$ cat config.mk
export PLATFORM = sky130hd
export DESIGN_NAME = round_robin_task_scheduler
export DESIGN_NICKNAME = d
export VERILOG_FILES = /design/src/rtl/rrts_pkg.sv /design/src/rtl/rrts_ram.sv /design/src/rtl/rrts_ctrl.sv /design/src/rtl/rrts_dp.sv /design/src/rtl/round_robin_task_scheduler.sv
export SDC_FILE = /design/constraint.sdc
export NUM_CORES = 1
export LEC_CHECK = 0
export BUFFER_PORTS_ARGS = -buffer_cell sky130_fd_sc_hd__buf_4
export CAP_MARGIN = 20
export CORE_MARGIN = 10
export CORE_UTILIZATION = 32
export DETAILED_ROUTE_END_ITERATION = 10
export MAX_ROUTING_LAYER = met4
export PLACE_DENSITY = 0.47
export SLEW_MARGIN = 20
export SYNTH_ARGS = -nofsm -noshare
export SYNTH_HDL_FRONTEND = slang
export SYNTH_HIERARCHICAL = 1
export SYNTH_SLANG_ARGS = --single-unit
$ cat constraint.sdc
create_clock -name clk -period 4.6 [get_ports clk]
set_clock_uncertainty 0.15 [all_clocks]
set_input_delay 0.46 -clock clk [delete_from_list [all_inputs] [get_ports clk]]
set_output_delay 0.46 -clock clk [all_outputs]
set_load 0.01 [all_outputs]
$ cat src/rtl/rrts_pkg.sv
// Types, codes and constants of the round-robin task scheduler
package rrts_pkg;

	// table size, fixed field widths, frame size and memory top at reset
	localparam int MAX_TASKS     = 8;
	localparam int PTR_W         = 16;
	localparam int OP_W          = 3;
	localparam int TASK_IDX_W    = 3;
	localparam int STATUS_W      = 3;
	localparam int COUNT_W       = 4;
	localparam int TSTATE_W      = 3;
	localparam int FRAME_BYTES   = 33;
	localparam logic [PTR_W-1:0] MEMORY_TOP_RST = 16'hFFFF;

	// operation codes
	typedef enum logic [OP_W-1:0] {
		OP_CREATE    = 3'd0,
		OP_TERMINATE = 3'd1,
		OP_STOP      = 3'd2,
		OP_RESUME    = 3'd3,
		OP_TICK      = 3'd4
	} op_t;

	// per-task state
	typedef enum logic [TSTATE_W-1:0] {
		TS_FRESH      = 3'd0,
		TS_READY      = 3'd1,
		TS_RUNNING    = 3'd2,
		TS_STOPPED    = 3'd3,
		TS_TERMINATED = 3'd4
	} tstate_t;

	// result status
	typedef enum logic [STATUS_W-1:0] {
		RS_OK         = 3'd0,
		RS_FULL       = 3'd1,
		RS_BAD_INDEX  = 3'd2,
		RS_NO_TASKS   = 3'd3,
		RS_SCHED_FAIL = 3'd4
	} rstatus_t;

	// table read address source
	typedef enum logic [1:0] {
		RD_LAST = 2'd0,
		RD_ZERO = 2'd1,
		RD_SRCH = 2'd2,
		RD_RUN  = 2'd3
	} rd_sel_t;

	// controller to datapath commands
	typedef struct packed {
		logic     load;
		logic     create;
		logic     set_state;
		logic     pop;
		logic     srch_init;
		logic     srch_next;
		logic     take_fresh;
		logic     demote;
		logic     promote_one;
		logic     dispatch;
		logic     finish;
		rstatus_t fin_status;
		rd_sel_t  rd_sel;
	} dp_cmd_t;

	// datapath to controller status
	typedef struct packed {
		op_t     op;
		logic    full;
		logic    bad_idx;
		logic    live_zero;
		logic    live_one;
		logic    visit_last;
		logic    demote_ok;
		tstate_t rd_state;
	} dp_stat_t;

endpackage

$ cat src/rtl/rrts_ram.sv
// Generic single-write, single-read RAM with registered read data
module rrts_ram #(
	parameter int WIDTH = 8,
	parameter int DEPTH = 8
) (
	input  logic                     clk,
	input  logic                     we,
	input  logic [$clog2(DEPTH)-1:0] waddr,
	input  logic [WIDTH-1:0]         wdata,
	input  logic [$clog2(DEPTH)-1:0] raddr,
	output logic [WIDTH-1:0]         rdata
);

	logic [WIDTH-1:0] mem_q [DEPTH];

	// write port and registered read port
	always_ff @(posedge clk) begin
		if (we) begin
			mem_q[waddr] <= wdata;
		end
		rdata <= mem_q[raddr];
	end

endmodule

$ cat src/rtl/rrts_ctrl.sv
// Sequencing state machine of the task scheduler
module rrts_ctrl (
	input  logic               clk,
	input  logic               arst_n,
	input  logic               start,
	output logic               busy,
	output logic               cfg_ready,
	input  rrts_pkg::dp_stat_t stat,
	output rrts_pkg::dp_cmd_t  cmd
);
	import rrts_pkg::*;

	typedef enum logic [9:0] {
		S_IDLE     = 10'b00_0000_0001,
		S_EXEC     = 10'b00_0000_0010,
		S_POP_RD   = 10'b00_0000_0100,
		S_POP_CHK  = 10'b00_0000_1000,
		S_SEL      = 10'b00_0001_0000,
		S_ONE_CHK  = 10'b00_0010_0000,
		S_SRCH_RD  = 10'b00_0100_0000,
		S_SRCH_CHK = 10'b00_1000_0000,
		S_DSP_CHK  = 10'b01_0000_0000,
		S_DSP_WR   = 10'b10_0000_0000
	} ctrl_state_t;

	ctrl_state_t state_q, state_d;

	// state register
	always_ff @(posedge clk or negedge arst_n) begin
		if (!arst_n) begin
			state_q <= S_IDLE;
		end else begin
			state_q <= state_d;
		end
	end

	assign busy      = (state_q != S_IDLE);
	assign cfg_ready = (state_q == S_IDLE);

	// next state and commands
	always_comb begin
		cmd     = '0;
		state_d = state_q;
		unique case (state_q)
			S_IDLE: begin
				if (start) begin
					cmd.load = 1'b1;
					state_d  = S_EXEC;
				end
			end
			S_EXEC: begin
				unique case (stat.op)
					OP_CREATE: begin
						cmd.finish = 1'b1;
						state_d    = S_IDLE;
						if (stat.full) begin
							cmd.fin_status = RS_FULL;
						end else begin
							cmd.create     = 1'b1;
							cmd.fin_status = RS_OK;
						end
					end
					OP_TERMINATE, OP_STOP, OP_RESUME: begin
						cmd.finish = 1'b1;
						state_d    = S_IDLE;
						if (stat.bad_idx) begin
							cmd.fin_status = RS_BAD_INDEX;
						end else begin
							cmd.set_state  = 1'b1;
							cmd.fin_status = RS_OK;
						end
					end
					OP_TICK: begin
						state_d = S_POP_RD;
					end
					default: begin
						// undefined op: no change, plain ok
						cmd.finish     = 1'b1;
						cmd.fin_status = RS_OK;
						state_d        = S_IDLE;
					end
				endcase
			end
			S_POP_RD: begin
				if (stat.live_zero) begin
					cmd.finish     = 1'b1;
					cmd.fin_status = RS_NO_TASKS;
					state_d        = S_IDLE;
				end else begin
					cmd.rd_sel = RD_LAST;
					state_d    = S_POP_CHK;
				end
			end
			S_POP_CHK: begin
				if (stat.rd_state == TS_TERMINATED) begin
					cmd.pop = 1'b1;
					state_d = S_POP_RD;
				end else begin
					state_d = S_SEL;
				end
			end
			S_SEL: begin
				if (stat.live_one) begin
					cmd.rd_sel = RD_ZERO;
					state_d    = S_ONE_CHK;
				end else begin
					cmd.srch_init = 1'b1;
					state_d       = S_SRCH_RD;
				end
			end
			S_ONE_CHK: begin
				cmd.promote_one = 1'b1;
				cmd.finish      = 1'b1;
				cmd.fin_status  = RS_OK;
				state_d         = S_IDLE;
			end
			S_SRCH_RD: begin
				cmd.rd_sel = RD_SRCH;
				state_d    = S_SRCH_CHK;
			end
			S_SRCH_CHK: begin
				// fetch the running task's state in case of a dispatch
				cmd.rd_sel = RD_RUN;
				case (stat.rd_state) inside
					TS_STOPPED: begin
						if (stat.visit_last) begin
							cmd.finish     = 1'b1;
							cmd.fin_status = RS_SCHED_FAIL;
							state_d        = S_IDLE;
						end else begin
							cmd.srch_next = 1'b1;
							state_d       = S_SRCH_RD;
						end
					end
					TS_READY, TS_FRESH: begin
						cmd.take_fresh = 1'b1;
						state_d        = S_DSP_CHK;
					end
					default: begin
						cmd.finish     = 1'b1;
						cmd.fin_status = RS_SCHED_FAIL;
						state_d        = S_IDLE;
					end
				endcase
			end
			S_DSP_CHK: begin
				cmd.demote = stat.demote_ok;
				state_d    = S_DSP_WR;
			end
			S_DSP_WR: begin
				cmd.dispatch   = 1'b1;
				cmd.finish     = 1'b1;
				cmd.fin_status = RS_OK;
				state_d        = S_IDLE;
			end
			default: begin
				state_d = S_IDLE;
			end
		endcase
	end

endmodule

$ cat src/rtl/rrts_dp.sv
// Task table, pointers and result registers of the task scheduler
module rrts_dp #(
	parameter int MAX_TASKS = rrts_pkg::MAX_TASKS
) (
	input  logic                            clk,
	input  logic                            arst_n,
	input  rrts_pkg::dp_cmd_t               cmd,
	output rrts_pkg::dp_stat_t              stat,
	input  logic [rrts_pkg::OP_W-1:0]       op,
	input  logic [rrts_pkg::TASK_IDX_W-1:0] task_index,
	input  logic [rrts_pkg::PTR_W-1:0]      stack_size,
	input  logic                            cfg_we,
	input  logic [rrts_pkg::PTR_W-1:0]      cfg_data,
	output logic                            done,
	output logic [rrts_pkg::STATUS_W-1:0]   status,
	output logic [rrts_pkg::TASK_IDX_W-1:0] next_task,
	output logic                            fresh_start,
	output logic [rrts_pkg::PTR_W-1:0]      stack_top,
	output logic [rrts_pkg::COUNT_W-1:0]    task_count
);
	import rrts_pkg::*;

	localparam int IDX_W = $clog2(MAX_TASKS);
	localparam int CNT_W = $clog2(MAX_TASKS + 1);
	// compare width wide enough for every index and count
	localparam int WW    = IDX_W + 4;

	// control state
	logic [CNT_W-1:0] live_q;
	logic [IDX_W-1:0] run_q;
	logic [PTR_W-1:0] fp_q;
	logic             done_q;

	// latched word and search state
	op_t                   op_q;
	logic [TASK_IDX_W-1:0] tidx_q;
	logic [PTR_W-1:0]      size_q;
	logic [IDX_W-1:0]      srch_q;
	logic [CNT_W-1:0]      visits_q;

	// result registers
	rstatus_t              status_q;
	logic [TASK_IDX_W-1:0] next_task_q;
	logic                  fresh_q;
	logic [PTR_W-1:0]      stack_top_q;

	// table ports
	logic [IDX_W-1:0]    raddr;
	logic [IDX_W-1:0]    st_waddr;
	logic [TSTATE_W-1:0] st_wdata;
	logic                st_we;
	logic [TSTATE_W-1:0] st_rdata;
	logic [PTR_W-1:0]    base_rdata;
	tstate_t             rd_state;
	tstate_t             set_code;

	// next index round-robin, wrapping at the live count
	function automatic logic [IDX_W-1:0] wrap_next(input logic [IDX_W-1:0] x,
	                                               input logic [CNT_W-1:0] n);
		logic [WW-1:0] nx;
		nx = WW'(x) + WW'(1);
		return (nx >= WW'(n)) ? '0 : IDX_W'(nx);
	endfunction

	assign rd_state = tstate_t'(st_rdata);

	// status towards the controller
	always_comb begin
		stat.op         = op_q;
		stat.full       = (WW'(live_q) >= WW'(MAX_TASKS));
		stat.bad_idx    = (WW'(tidx_q) >= WW'(live_q));
		stat.live_zero  = (live_q == '0);
		stat.live_one   = (live_q == CNT_W'(1));
		stat.visit_last = ((WW'(visits_q) + WW'(1)) >= WW'(live_q));
		stat.demote_ok  = (WW'(run_q) < WW'(live_q)) && (run_q != srch_q) &&
		                  (rd_state == TS_RUNNING);
		stat.rd_state   = rd_state;
	end

	// read address select
	always_comb begin
		unique case (cmd.rd_sel)
			RD_LAST: raddr = IDX_W'(WW'(live_q) - WW'(1));
			RD_ZERO: raddr = '0;
			RD_SRCH: raddr = srch_q;
			RD_RUN:  raddr = run_q;
			default: raddr = '0;
		endcase
	end

	// state written by terminate, stop and resume
	always_comb begin
		case (op_q)
			OP_TERMINATE: set_code = TS_TERMINATED;
			OP_STOP:      set_code = TS_STOPPED;
			default:      set_code = TS_READY;
		endcase
	end

	// state table write select
	always_comb begin
		st_we    = 1'b0;
		st_waddr = '0;
		st_wdata = TS_FRESH;
		if (cmd.create) begin
			st_we    = 1'b1;
			st_waddr = IDX_W'(live_q);
			st_wdata = TS_FRESH;
		end else if (cmd.set_state) begin
			st_we    = 1'b1;
			st_waddr = IDX_W'(tidx_q);
			st_wdata = set_code;
		end else if (cmd.demote) begin
			st_we    = 1'b1;
			st_waddr = run_q;
			st_wdata = TS_READY;
		end else if (cmd.promote_one) begin
			// lone task: fresh or ready runs, stopped stays stopped
			st_we    = (rd_state == TS_FRESH) || (rd_state == TS_READY);
			st_waddr = '0;
			st_wdata = TS_RUNNING;
		end else if (cmd.dispatch) begin
			st_we    = 1'b1;
			st_waddr = srch_q;
			st_wdata = TS_RUNNING;
		end
	end

	rrts_ram #(
		.WIDTH (TSTATE_W),
		.DEPTH (MAX_TASKS)
	) u_state_ram (
		.clk   (clk),
		.we    (st_we),
		.waddr (st_waddr),
		.wdata (st_wdata),
		.raddr (raddr),
		.rdata (st_rdata)
	);

	rrts_ram #(
		.WIDTH (PTR_W),
		.DEPTH (MAX_TASKS)
	) u_base_ram (
		.clk   (clk),
		.we    (cmd.create),
		.waddr (IDX_W'(live_q)),
		.wdata (fp_q),
		.raddr (raddr),
		.rdata (base_rdata)
	);

	// live count, running task, free pointer, result strobe
	always_ff @(posedge clk or negedge arst_n) begin
		if (!arst_n) begin
			live_q <= '0;
			run_q  <= '0;
			fp_q   <= MEMORY_TOP_RST;
			done_q <= 1'b0;
		end else begin
			done_q <= cmd.finish;
			if (cmd.create) begin
				fp_q   <= fp_q - size_q - PTR_W'(FRAME_BYTES);
				live_q <= live_q + CNT_W'(1);
			end else if (cmd.pop) begin
				fp_q   <= base_rdata;
				live_q <= live_q - CNT_W'(1);
			end else if (cfg_we && (live_q == '0)) begin
				// memory top only matters while the table is empty
				fp_q <= cfg_data;
			end
			if (cmd.promote_one) begin
				run_q <= '0;
			end else if (cmd.dispatch) begin
				run_q <= srch_q;
			end
		end
	end

	// latched word, search index and results
	always_ff @(posedge clk) begin
		if (cmd.load) begin
			op_q        <= op_t'(op);
			tidx_q      <= task_index;
			size_q      <= stack_size;
			next_task_q <= '0;
			fresh_q     <= 1'b0;
			stack_top_q <= '0;
		end
		if (cmd.create) begin
			stack_top_q <= fp_q;
		end
		if (cmd.srch_init) begin
			srch_q   <= wrap_next(run_q, live_q);
			visits_q <= '0;
		end else if (cmd.srch_next) begin
			srch_q   <= wrap_next(srch_q, live_q);
			visits_q <= visits_q + CNT_W'(1);
		end
		if (cmd.take_fresh || cmd.promote_one) begin
			fresh_q <= (rd_state == TS_FRESH);
		end
		if (cmd.dispatch) begin
			next_task_q <= TASK_IDX_W'(srch_q);
		end
		if (cmd.finish) begin
			status_q <= cmd.fin_status;
		end
	end

	assign done        = done_q;
	assign status      = status_q;
	assign next_task   = next_task_q;
	assign fresh_start = fresh_q;
	assign stack_top   = stack_top_q;
	assign task_count  = COUNT_W'(live_q);

endmodule

$ cat src/rtl/round_robin_task_scheduler.sv
// Round-robin task scheduler top level: controller and datapath
//
//  channel   handshake              word
//  command   start / busy           op, task_index, stack_size
//  result    done (strobe)          status, next_task, fresh_start, stack_top, task_count
//  config    cfg_valid / cfg_ready  cfg_data (memory top)
//
// create, terminate, stop, resume and undefined ops: accept, execute, then done registered.
// tick: pop terminated tasks off the end, then promote a lone task or search for a ready
// or fresh one to dispatch, paced by the single read port of the task table.
// busy drops in the done cycle, so a new command can be taken alongside the result.
// done is a one-cycle strobe; results are not held back. Config is taken only when idle.
// Reset: empty table, running task 0, free pointer at 16'hFFFF.
module round_robin_task_scheduler #(
	parameter int MAX_TASKS = rrts_pkg::MAX_TASKS
) (
	input  logic                            clk,
	input  logic                            arst_n,
	input  logic                            start,
	output logic                            busy,
	input  logic [rrts_pkg::OP_W-1:0]       op,
	input  logic [rrts_pkg::TASK_IDX_W-1:0] task_index,
	input  logic [rrts_pkg::PTR_W-1:0]      stack_size,
	output logic                            done,
	output logic [rrts_pkg::STATUS_W-1:0]   status,
	output logic [rrts_pkg::TASK_IDX_W-1:0] next_task,
	output logic                            fresh_start,
	output logic [rrts_pkg::PTR_W-1:0]      stack_top,
	output logic [rrts_pkg::COUNT_W-1:0]    task_count,
	input  logic                            cfg_valid,
	output logic                            cfg_ready,
	input  logic [rrts_pkg::PTR_W-1:0]      cfg_data
);
	import rrts_pkg::*;

	dp_cmd_t  cmd;
	dp_stat_t stat;

	rrts_ctrl u_ctrl (
		.clk       (clk),
		.arst_n    (arst_n),
		.start     (start),
		.busy      (busy),
		.cfg_ready (cfg_ready),
		.stat      (stat),
		.cmd       (cmd)
	);

	rrts_dp #(
		.MAX_TASKS (MAX_TASKS)
	) u_dp (
		.clk         (clk),
		.arst_n      (arst_n),
		.cmd         (cmd),
		.stat        (stat),
		.op          (op),
		.task_index  (task_index),
		.stack_size  (stack_size),
		.cfg_we      (cfg_valid && cfg_ready),
		.cfg_data    (cfg_data),
		.done        (done),
		.status      (status),
		.next_task   (next_task),
		.fresh_start (fresh_start),
		.stack_top   (stack_top),
		.task_count  (task_count)
	);

endmodule

* After elaboration in Yosys (flattened, before gate mapping)
Memories as Yosys holds them, arrays and structs flattened. A register that Yosys moved wholly into a read port is not among the register bits.
Cells that the tools add are included.
** Cells by class
- $add $sub $neg :: 9
- Magnitude comparators :: 6
- Eq/ne operators :: 25
- Multiplexer cells :: 76
- Reduce and logical (&&, ||, !) cells :: 20
** Operator list (count)
- 16-bit 2-to-1 mux :: 5
- 10-bit one-hot mux with 8 select lines :: 1
- 3-bit 2-to-1 mux :: 18
- 1-bit 2-to-1 mux :: 30
- 4-bit 2-to-1 mux :: 7
- 10-bit 2-to-1 mux :: 2
- 4-bit one-hot mux with 4 select lines :: 1
- 16-bit subtractor :: 1
- 16-bit by 6-bit subtractor with 16-bit output, second input constant :: 1
- 7-bit 2-to-1 mux :: 2
- 3-bit by 2-bit == test with 1-bit output, second input constant :: 4
- 3-bit one-hot mux with 4 select lines :: 1
- 4-bit one-hot mux with 3 select lines :: 1
- 2-bit nonzero test :: 6
- 10-bit by 1-bit == test with 1-bit output, second input constant :: 1
- 10-bit == test, second input constant :: 1
- 10-bit by 2-bit == test with 1-bit output, second input constant :: 1
- 10-bit by 3-bit == test with 1-bit output, second input constant :: 1
- 10-bit by 4-bit == test with 1-bit output, second input constant :: 1
- 10-bit by 5-bit == test with 1-bit output, second input constant :: 1
- 10-bit by 6-bit == test with 1-bit output, second input constant :: 1
- 10-bit by 7-bit == test with 1-bit output, second input constant :: 1
- 10-bit by 8-bit == test with 1-bit output, second input constant :: 1
- 10-bit by 9-bit == test with 1-bit output, second input constant :: 1
- 31 further kinds :: 46
** Word-level totals
- Flip-flop bits (word level) :: 86
- Bits in writable memories :: 152
- Input port bits :: 42
- Output and inout port bits :: 30
- Word-level logic and storage cells :: 152
- Memories kept :: 2
** Memory list
- u_dp.u_base_ram.mem_q :: depth 8, width 16, read ports 1, clocked after memory_dff 1, write ports 1, RTL line rrts_ram.sv:14 : logic [WIDTH-1:0] mem_q [DEPTH];
- u_dp.u_state_ram.mem_q :: depth 8, width 3, read ports 1, clocked after memory_dff 1, write ports 1, RTL line rrts_ram.sv:14

* Depth between registers and ports, before layout
Gate-level depths: netlist of run 1.
- Word-level depth :: 9
- Mapped depth :: 15
- Gate-level depth less buffers :: 14

* By module
The synthesis of run 1 kept the hierarchy.
** Modules (own cells, without submodules)
- rrts_ram (u_dp.u_base_ram) :: times used 1, cells an instance 214, area an instance 5293.8 µm², sequential area each 4164.0 µm²
- rrts_dp :: times used 1, cells an instance 490, area an instance 4882.2 µm², sequential area each 2142.1 µm²
- rrts_ram (u_dp.u_state_ram) :: times used 1, cells an instance 50, area an instance 1042.2 µm², sequential area each 780.7 µm²
- rrts_ctrl :: times used 1, cells an instance 92, area an instance 792.0 µm², sequential area each 251.5 µm²
- round_robin_task_scheduler :: times used 1, cells an instance 1, area an instance 6.3 µm², sequential area each 0.0 µm²

* Worst setup path before layout of run 1
Ideal clock, no wire load.
- Path type :: reg-to-reg
- From :: register u_ctrl.state_q[8]
- To :: register u_dp.u_base_ram.rdata[0], read port of u_dp.u_base_ram.mem_q
- Library setup time :: 0.121 ns
- Arrival :: 3.615 ns
- Required time :: 4.329 ns
- Slack :: 0.714 ns
- Cell stages (with the launch flop) :: 12
- Buffers on the path :: 4
- Clock period less this slack :: 3.886 ns
- Cell sequence :: dfrtp_1 > buf_6 > or4_4 > or3_1 > buf_6 > nor4_1 > clkbuf_1 > a21oi_1 > o21ai_0 > buf_1 > mux4_2 > mux2_2
** RTL lines
- start: declaration :: RTL line rrts_ctrl.sv:26 : ctrl_state_t state_q, state_d;
- start signal: assignment :: RTL line rrts_ctrl.sv:33 : state_q <= state_d;
- end: declaration :: RTL line rrts_ram.sv:11 : output logic [WIDTH-1:0] rdata

==> results.md, run 1 <==
* Largest net degree at the start of global routing at 39
* Ranking of synthesized cells by area: edfxtp_1 50%, mux4_1 7.4%, ha_1 5.5%, dfxtp_1 3.8%, dfstp_2 3.7%
* Hold slack at 0.175 ns
* Synthesized Nets at roughly 940
* Pleak at around 0.0054 µW
* Max Cap Viol at 0
* Initial antenna violation count at 0
* Die height at 214 µm
* Synth warn at 6
* WHS Path Cells at 5
* GR Util All Layers at ~14%
* Clock Pin Slew Worst Setup and Hold Paths at 0.07 ns
* Die span in x at 214 µm
* Fin nets at between 1000 and 1500
* FMAX at 263 MHz
* Drc violations at 0
* Worst-path fanout max at 38
* Vias in the first global route at ~7600
* I/O pins at ~70
* Data arrival, critical path at just over 4 ns
* First-pass DRT Iterations at 5
* Setup bufs post-CTS at 0
* Util after Layout at between 30% and 40%
* Unique cell type count in the Yosys netlist at about 70
* Slowest stage delay, CP at ~0.60 ns
* Worst IR Drop VDD at 0.000294 V
* P per Cell Area at about 590 mW/mm²
* DRT Wirelength at a little over 30000 µm
* Cell Int Power at approximately 5800 µW
* HPWL after detailed placement at between 20000 and 25000 µm
* Tcrit/Tclk final at about 83%
* CTS Buffer Depth at 3
* CTS root buffer: clkbuf_16
* Worst EP required at between 4 and 5 ns
* Sequential area share after synthesis at between 60% and 70%
* CP Launch Type: register
* Synth area leader: edfxtp_1
* Post-synth top cells: 200 x edfxtp_1, 68 x nor2_1, 54 x inv_1
* CP Class: register to register
* Worst Hold Class: input port to register
* Core Area at 0.0369 mm²
* Post-cts hold buffer count at 24
* CP Cell Sequence: or4_4 > or3_1 > nor4_1 > buf_4 > mux2i_1 > o21ai_4 > buf_12 > mux4_1 > mux2_2
* Reg power frac at 39.4%
* Sw Pwr at between 2000 and 3000 µW
* Comb pwr share at between 30 and 40%
* Final Hold Viols at 0
* Port bufs at between 70 and 80
* Count leader, synth: edfxtp_1
* Synth Cell Area at 0.0120 mm²
* Fraction of registers with async set/reset at a little over an eighth
* CTS sink cnt at between 200 and 300
* Initial DRC Count at 415
* First-pass GRT wire length at around 47000 µm
* H-tree depth at 1
* Post-synthesis cell count at ~850
* Crit path buffers/inverters at 2
* Clock Power Share at between 30 and 40%
* EDFF count, synth at 200
* Slowest cell on crit path: mux4_1
* Crit path depth at 9
* Initial Util at 32.6%
* Die ar. at 0.0457 mm²
* Worst-Skew Late Latency at 0.57 ns
* Unrepaired setup endpoints after global routing: no
* Worst path top cell family by delay: simple AND/OR/NAND/NOR gates
* Sw Share at about 33%
* Setup TNS at 0 ns
* Layout cells sized above 1 at a little over a fifth
* Tmin final at around 3.8 ns
* Post-Place Cells at around 1400
* Layout area overhead at 21.5%
* Syn Area/Cell at between 10 and 15 µm²
* DR vias/cell at just under 5
* Worst setup EP type: register
* Placer Congestion at roughly 0.8
* Final Max Tran Viols at 0
* # setup viols final at 0
* Post_cts resized at 0
* Via Count at about 7200
* Status: completed
* R2R cell count at 9
* CTS Buf Count at 29
* Worst rel slew slack at 49.5%
* Row count at 70
* Detail Route Antenna Nets at 0
* Wire per inst at between 20 and 25 µm
* Synth top area share at around half
* Dominant synthesized flop cell: edfxtp_1
* Total grt overflow at 0
* Least-Margin Pin Slew at 0.749 ns
* Non-filler cells, final at about 1500
* CTS tree: done
* FF+latch count, synth at between 200 and 300
-- layout by cell type (no fill, tap or decap), drive strengths merged, types with 5 or more instances in the layout --
cell type / instances
dfrtp: 17
edfxtp: 200
mux4: 38
clkinv: 10
bufinv: 6
nand3: 12
inv: 55
nor2: 68
nand2: 37
nor4: 13
nand2b: 18
xnor2: 14
dfstp: 17
dfxtp: 23
a21o: 6
and2: 15
mux2i: 23
nor2b: 7
nor3: 16
dlygate4sd3: 24
a21oi: 37
and3: 7
buf: 99
o21ai: 41
or2: 6
clkbuf: 35
a211oi: 5
ha: 53
xor2: 9
mux2: 20
-- worst reg2reg max path: cells and delay by family (launching register included) --
kind | cells | cell delay (ns)
compound gates | 1 | 0.18
buf+inv | 2 | 0.48
flops | 1 | 0.47
mux | 3 | 1.02
simple gates | 3 | 1.39
-- cell type report --
type	count	area, µm²
Fill cell	3491	22300
Sequential cell	257	7340
Multi-Input combinational cell	503	4300
Timing Repair Buffer	123	1020
Clock buffer	35	808
Tap cell	504	631
Clock inverter	19	287
Inverter	55	206
Antenna cell	1	2.50
-- worst paths after layout --
path / startpoint / to / slack, ns
worst max-delay path: u_ctrl/state_q[8] / u_dp/u_base_ram/rdata[9] / 0.80
worst min-delay path: cfg_data[6] / u_dp/fp_q[6] / 0.18
worst max register to register: u_ctrl/state_q[8] / u_dp/u_base_ram/rdata[9] / 0.80
worst min register to register: u_dp/visits_q[1] / u_dp/visits_q[1] / 0.40
max in group asynchronous: arst_n / u_dp/fp_q[13] / 3.62
min in group asynchronous: arst_n / u_dp/run_q[2] / 0.28
-- state kept, by name (all words and copies together) (netlist names), 3 cells and up --
signal                  cells
u_ctrl/state_q             10
u_dp/fp_q                  16
u_dp/op_q                   3
u_dp/size_q                16
u_dp/u_base_ram/rdata      16
u_dp/u_base_ram/mem_q     128
u_dp/u_state_ram/rdata      3
u_dp/status                 3
u_dp/tidx_q                 3
u_dp/u_state_ram/mem_q     24
u_dp/next_task              3
u_dp/run_q                  3
u_dp/srch_q                 3
u_dp/stack_top             16
u_dp/visits_q               4
u_dp/task_count             4
-- cells by family after synthesis --
group                    count (synthesis)  share of synthesized area [%]
adder cells (fa/ha/maj)                 54                           5.69
multiplexers                            81                           12.0
flip-flops                             257                           61.1
AO/OA/AOI/OAI                          125                           6.33
buffers and inverters                   87                           3.55
XOR/XNOR                                23                           1.68
AND/OR/NAND/NOR                        220                           9.71
-- power by group through the flow --
stage / clock network, µW / logic, µW / registers [µW]
floorplan: 0 / 1870 / 3300
global placement: 0 / 2630 / 3430
detailed placement: 0 / 2660 / 3430
CTS: 2650 / 2690 / 3390
global route: 2750 / 2950 / 3440
finish: 2590 / 2630 / 3390
-- through the flow --
| step | area (µm²) | setup slack [ns] | total power [µW] |
|---|---|---|---|
| detailed placement | 13300 | 0.793 | 6090 |
| floorplan | 12000 | 0.714 | 5160 |
| CTS | 14600 | 0.791 | 8730 |
| global placement | 13300 | 0.882 | 6060 |
| finish | 14600 | 0.797 | 8600 |
| global route | 14600 | 0.501 | 9140 |
-- routing by layer --
metal  GRT usage, %  vias up  part of all wire (%)
li1               -     3456                     -
met1           18.8     3635                    47
met2           21.7      122                    47
met3           2.10       33                   4.2
met4           2.98        0                   1.5
met5              -        -                     0
Note: power is estimated with default switching activity, not from simulation.
==> run 2, diff against run 1 <==
Settings changed: PLACE_DENSITY 0.47 to 0.49.
Clock period 4.6 ns to 3.15 ns, I/O delays scaled along.
==> run 2 against run 1 <==
The flow now finishes with violations (setup timing). Hold slack worse by 0.14 ns. Count of clock-buffer cells in the layout rose by 6. Die area unchanged. Combinational power up 68%. Critical endpoint is now u_dp/u_base_ram/rdata[8]. Largest cell class unchanged. Power increased by 49%. Highest routed layer unchanged. Non-clock buffer count grew 75.
==> results.md, run 2 (same netlist as run 1, synthesis figures left out) <==
* Status: complete, but fails checks
* Violated checks: setup timing
* Layout area overhead at 27.2%
* Area post-placement at 0.0138 mm² (+4.3%)
* Worst-path fanout max at 8 (-79%)
* CTS root buffer: clkbuf_16
* CP Class: register to register
* HP Start: cfg_data[9]
* Slowest cell on crit path: mux4_1
* Via Count at 7462 (+3.0%)
* Initial Util at 32.6% (unchanged)
* Worst rel slew slack at 64.4% (+15 points)
* Final Hold Viols at 0 (unchanged)
* Placer Congestion at 0.810 (+0.96%)
* Clock Pin Slew Worst Setup and Hold Paths at 0.06 ns (about the same)
* Die ar. at 0.0457 mm² (unchanged)
* Least-Margin Pin Slew at 0.530 ns (-0.219 ns)
* CTS tree: done
* Max reg flops at 128 (unchanged)
* Core Area at 0.0369 mm² (unchanged)
* Power Total at 12800 µW (+49%)
* Crit path buffers/inverters at 3 (+1)
* Port bufs at 71 (unchanged)
* Worst setup margin at -0.0455 ns (-0.842 ns)
* HPWL after detailed placement at 21100 µm (+3.7%)
* Worst-Skew Late Latency at 0.56 ns (about the same)
* CP Cell Sequence: or4_4 > or3_4 > nor4_2 > buf_4 > mux2i_4 > o21ai_4 > buf_12 > buf_12 > mux4_1 > mux2_2
* Pleak at 0.00581 µW (+6.5%)
* GR Util All Layers at 13.5% (-0.36 points)
* FMAX at 313 MHz (+19%)
* Total grt overflow at 0 (unchanged)
* Die height at 214 µm (unchanged)
* DR vias/cell at 4.75 (-1.9%)
* Largest registers: u_dp/u_base_ram/mem_q x128, u_dp/u_state_ram/mem_q x24
* P per Cell Area at 836 mW/mm² (+42%)
* Most frequent cells in the layout: 200 x edfxtp_1, 159 x buf_4, 61 x nor2_1
* Setup TNS at -0.0912 ns (-0.0912 ns)
* Worst Hold Class: input port to register
* CTS Buf Count at 29 (unchanged)
* Worst setup EP type: register
* Data arrival, critical path at 3.49 ns (-0.62 ns)
* Commonest non-fill, non-tap cell in the layout: edfxtp_1
* Slowest stage delay, CP at 0.55 ns (-0.05 ns)
* H-tree depth at 1 (unchanged)
* DRT Wirelength at 30300 µm (-0.48%)
* Layout cells sized above 1 at 31.7% (+10 points)
* Largest net degree at the start of global routing at 39 (unchanged)
* Tmin final at 3.20 ns (-0.608 ns)
* Die span in x at 214 µm (unchanged)
* CTS sink cnt at 257 (unchanged)
* Initial DRC Count at 397 (-4.3%)
* Final Max Tran Viols at 0 (unchanged)
* Tcrit/Tclk final at 101% (+19 points)
* Unrepaired setup endpoints after global routing: yes
* CTS Buffer Depth at 3 (unchanged)
* # setup viols final at 4 (+4)
* Post-Place Cells at 1485 (+4.7%)
* Crit. Startpoint: u_ctrl/state_q[8]
* Fin nets at 1140 (+7.0%)
* Post-route cell area at 0.0153 mm² (+4.7%)
* Worst path top cell family by delay: simple AND/OR/NAND/NOR gates
* Row count at 70 (unchanged)
* Worst IR Drop VDD at 0.000510 V (+74%)
* Wire per inst at 19.3 µm (-5.2%)
* Vias in the first global route at 7831 (+2.6%)
* Non-filler cells, final at 1572 (+5.0%)
* Drc violations at 0 (unchanged)
* Most frequent CP cell: buf_12
* First-pass DRT Iterations at 5 (unchanged)
* CP Launch Type: register
* Worst EP required at 3.45 ns (-1.45 ns)
* Largest reg by FF count: u_dp/u_base_ram/mem_q
* Detail Route Antenna Nets at 0 (unchanged)
* Reg2reg start: u_ctrl/state_q[8]
* Initial antenna violation count at 0 (unchanged)
* I/O pins at 72 (unchanged)
* Max Cap Viol at 0 (unchanged)
* First-pass GRT wire length at 46100 µm (-1.9%)
run 2: cell count changes in the layout (fill, tap and decap cells not counted), moves of 7 or more:
cell      delta
clkbuf_1     +7
mux4_1      -30
mux4_2      +30
buf_4       +63
mux2_4      +10
buf_12       +8
mux2_2      -10
run 2: timing repair:
action | CTS | global route
setup endpoints to repair | 40 | 51
gates resized for setup | 9 | 68
pin swaps | 0 | 9
cloned | 0 | 2
buffers inserted | 0 | 7
hold endpoints to repair | 57 | 0
hold buffers | 24 | 0
run 2: power breakdown:
group | leakage [µW] | total (µW) | internal [µW] | switching (µW)
logic | 0.00292 | 4430 | 2130 | 2300
clock network | 0.000489 | 3460 | 2080 | 1380
registers | 0.00240 | 4900 | 4430 | 477
total | 0.00581 | 12800 | 8640 | 4150
run 2: metal layers:
layer	share of wire [%]	routed length, µm	GRT usage (%)	vias to the layer above
met5	0	0	-	-
met4	1.6	486	2.98	0
met3	4.1	1250	2.25	35
met2	47	14300	21.4	134
met1	47	14300	17.9	3708
li1	-	-	-	3585
run 2: area by class of cell:
cell class | count | area (µm²)
diodes | 1 | 2.50
clock buffers | 41 | 821
clock inverters | 13 | 169
fillers | 3483 | 21600
inverters | 55 | 206
multi-input cells | 503 | 4400
flip-flops and latches | 257 | 7340
well taps | 504 | 631
repair buffers | 198 | 1720
run 2: worst min-delay path: stages:
cell and delay, ns:
buf_4 0.08, nand2_1 0.06, o21ai_0 0.08, o21ai_0 0.09, nand3_1 0.08
run 2: path summary, 6_finish.rpt:
kind / slack (ns) / end / depth (start not counted)
setup / recovery: -0.05 / u_dp/u_base_ram/rdata[8] / 10
hold / removal: 0.03 / u_dp/fp_q[9] / 5
setup reg to reg: -0.05 / u_dp/u_base_ram/rdata[8] / 10
hold reg to reg: 0.40 / u_dp/visits_q[1] / 2
max in group asynchronous: 2.33 / u_ctrl/state_q[0] / 2
min in group asynchronous: 0.15 / u_ctrl/state_q[3] / 2
run 2: through the flow:
| step | setup slack (ns) | hold slack (ns) | utilization (%) |
|---|---|---|---|
| 3_5_place_dp | -0.170 | 0.183 | 37.5 |
| 4_1_cts | -0.0549 | 0.00882 | 41.0 |
| 6_report | -0.0455 | 0.0323 | 41.5 |
| 2_1_floorplan | -0.337 | -0.131 | - |
| 5_1_grt | -0.111 | 0.0670 | 41.5 |
| 3_3_place_gp | -0.123 | 0.182 | 37.5 |
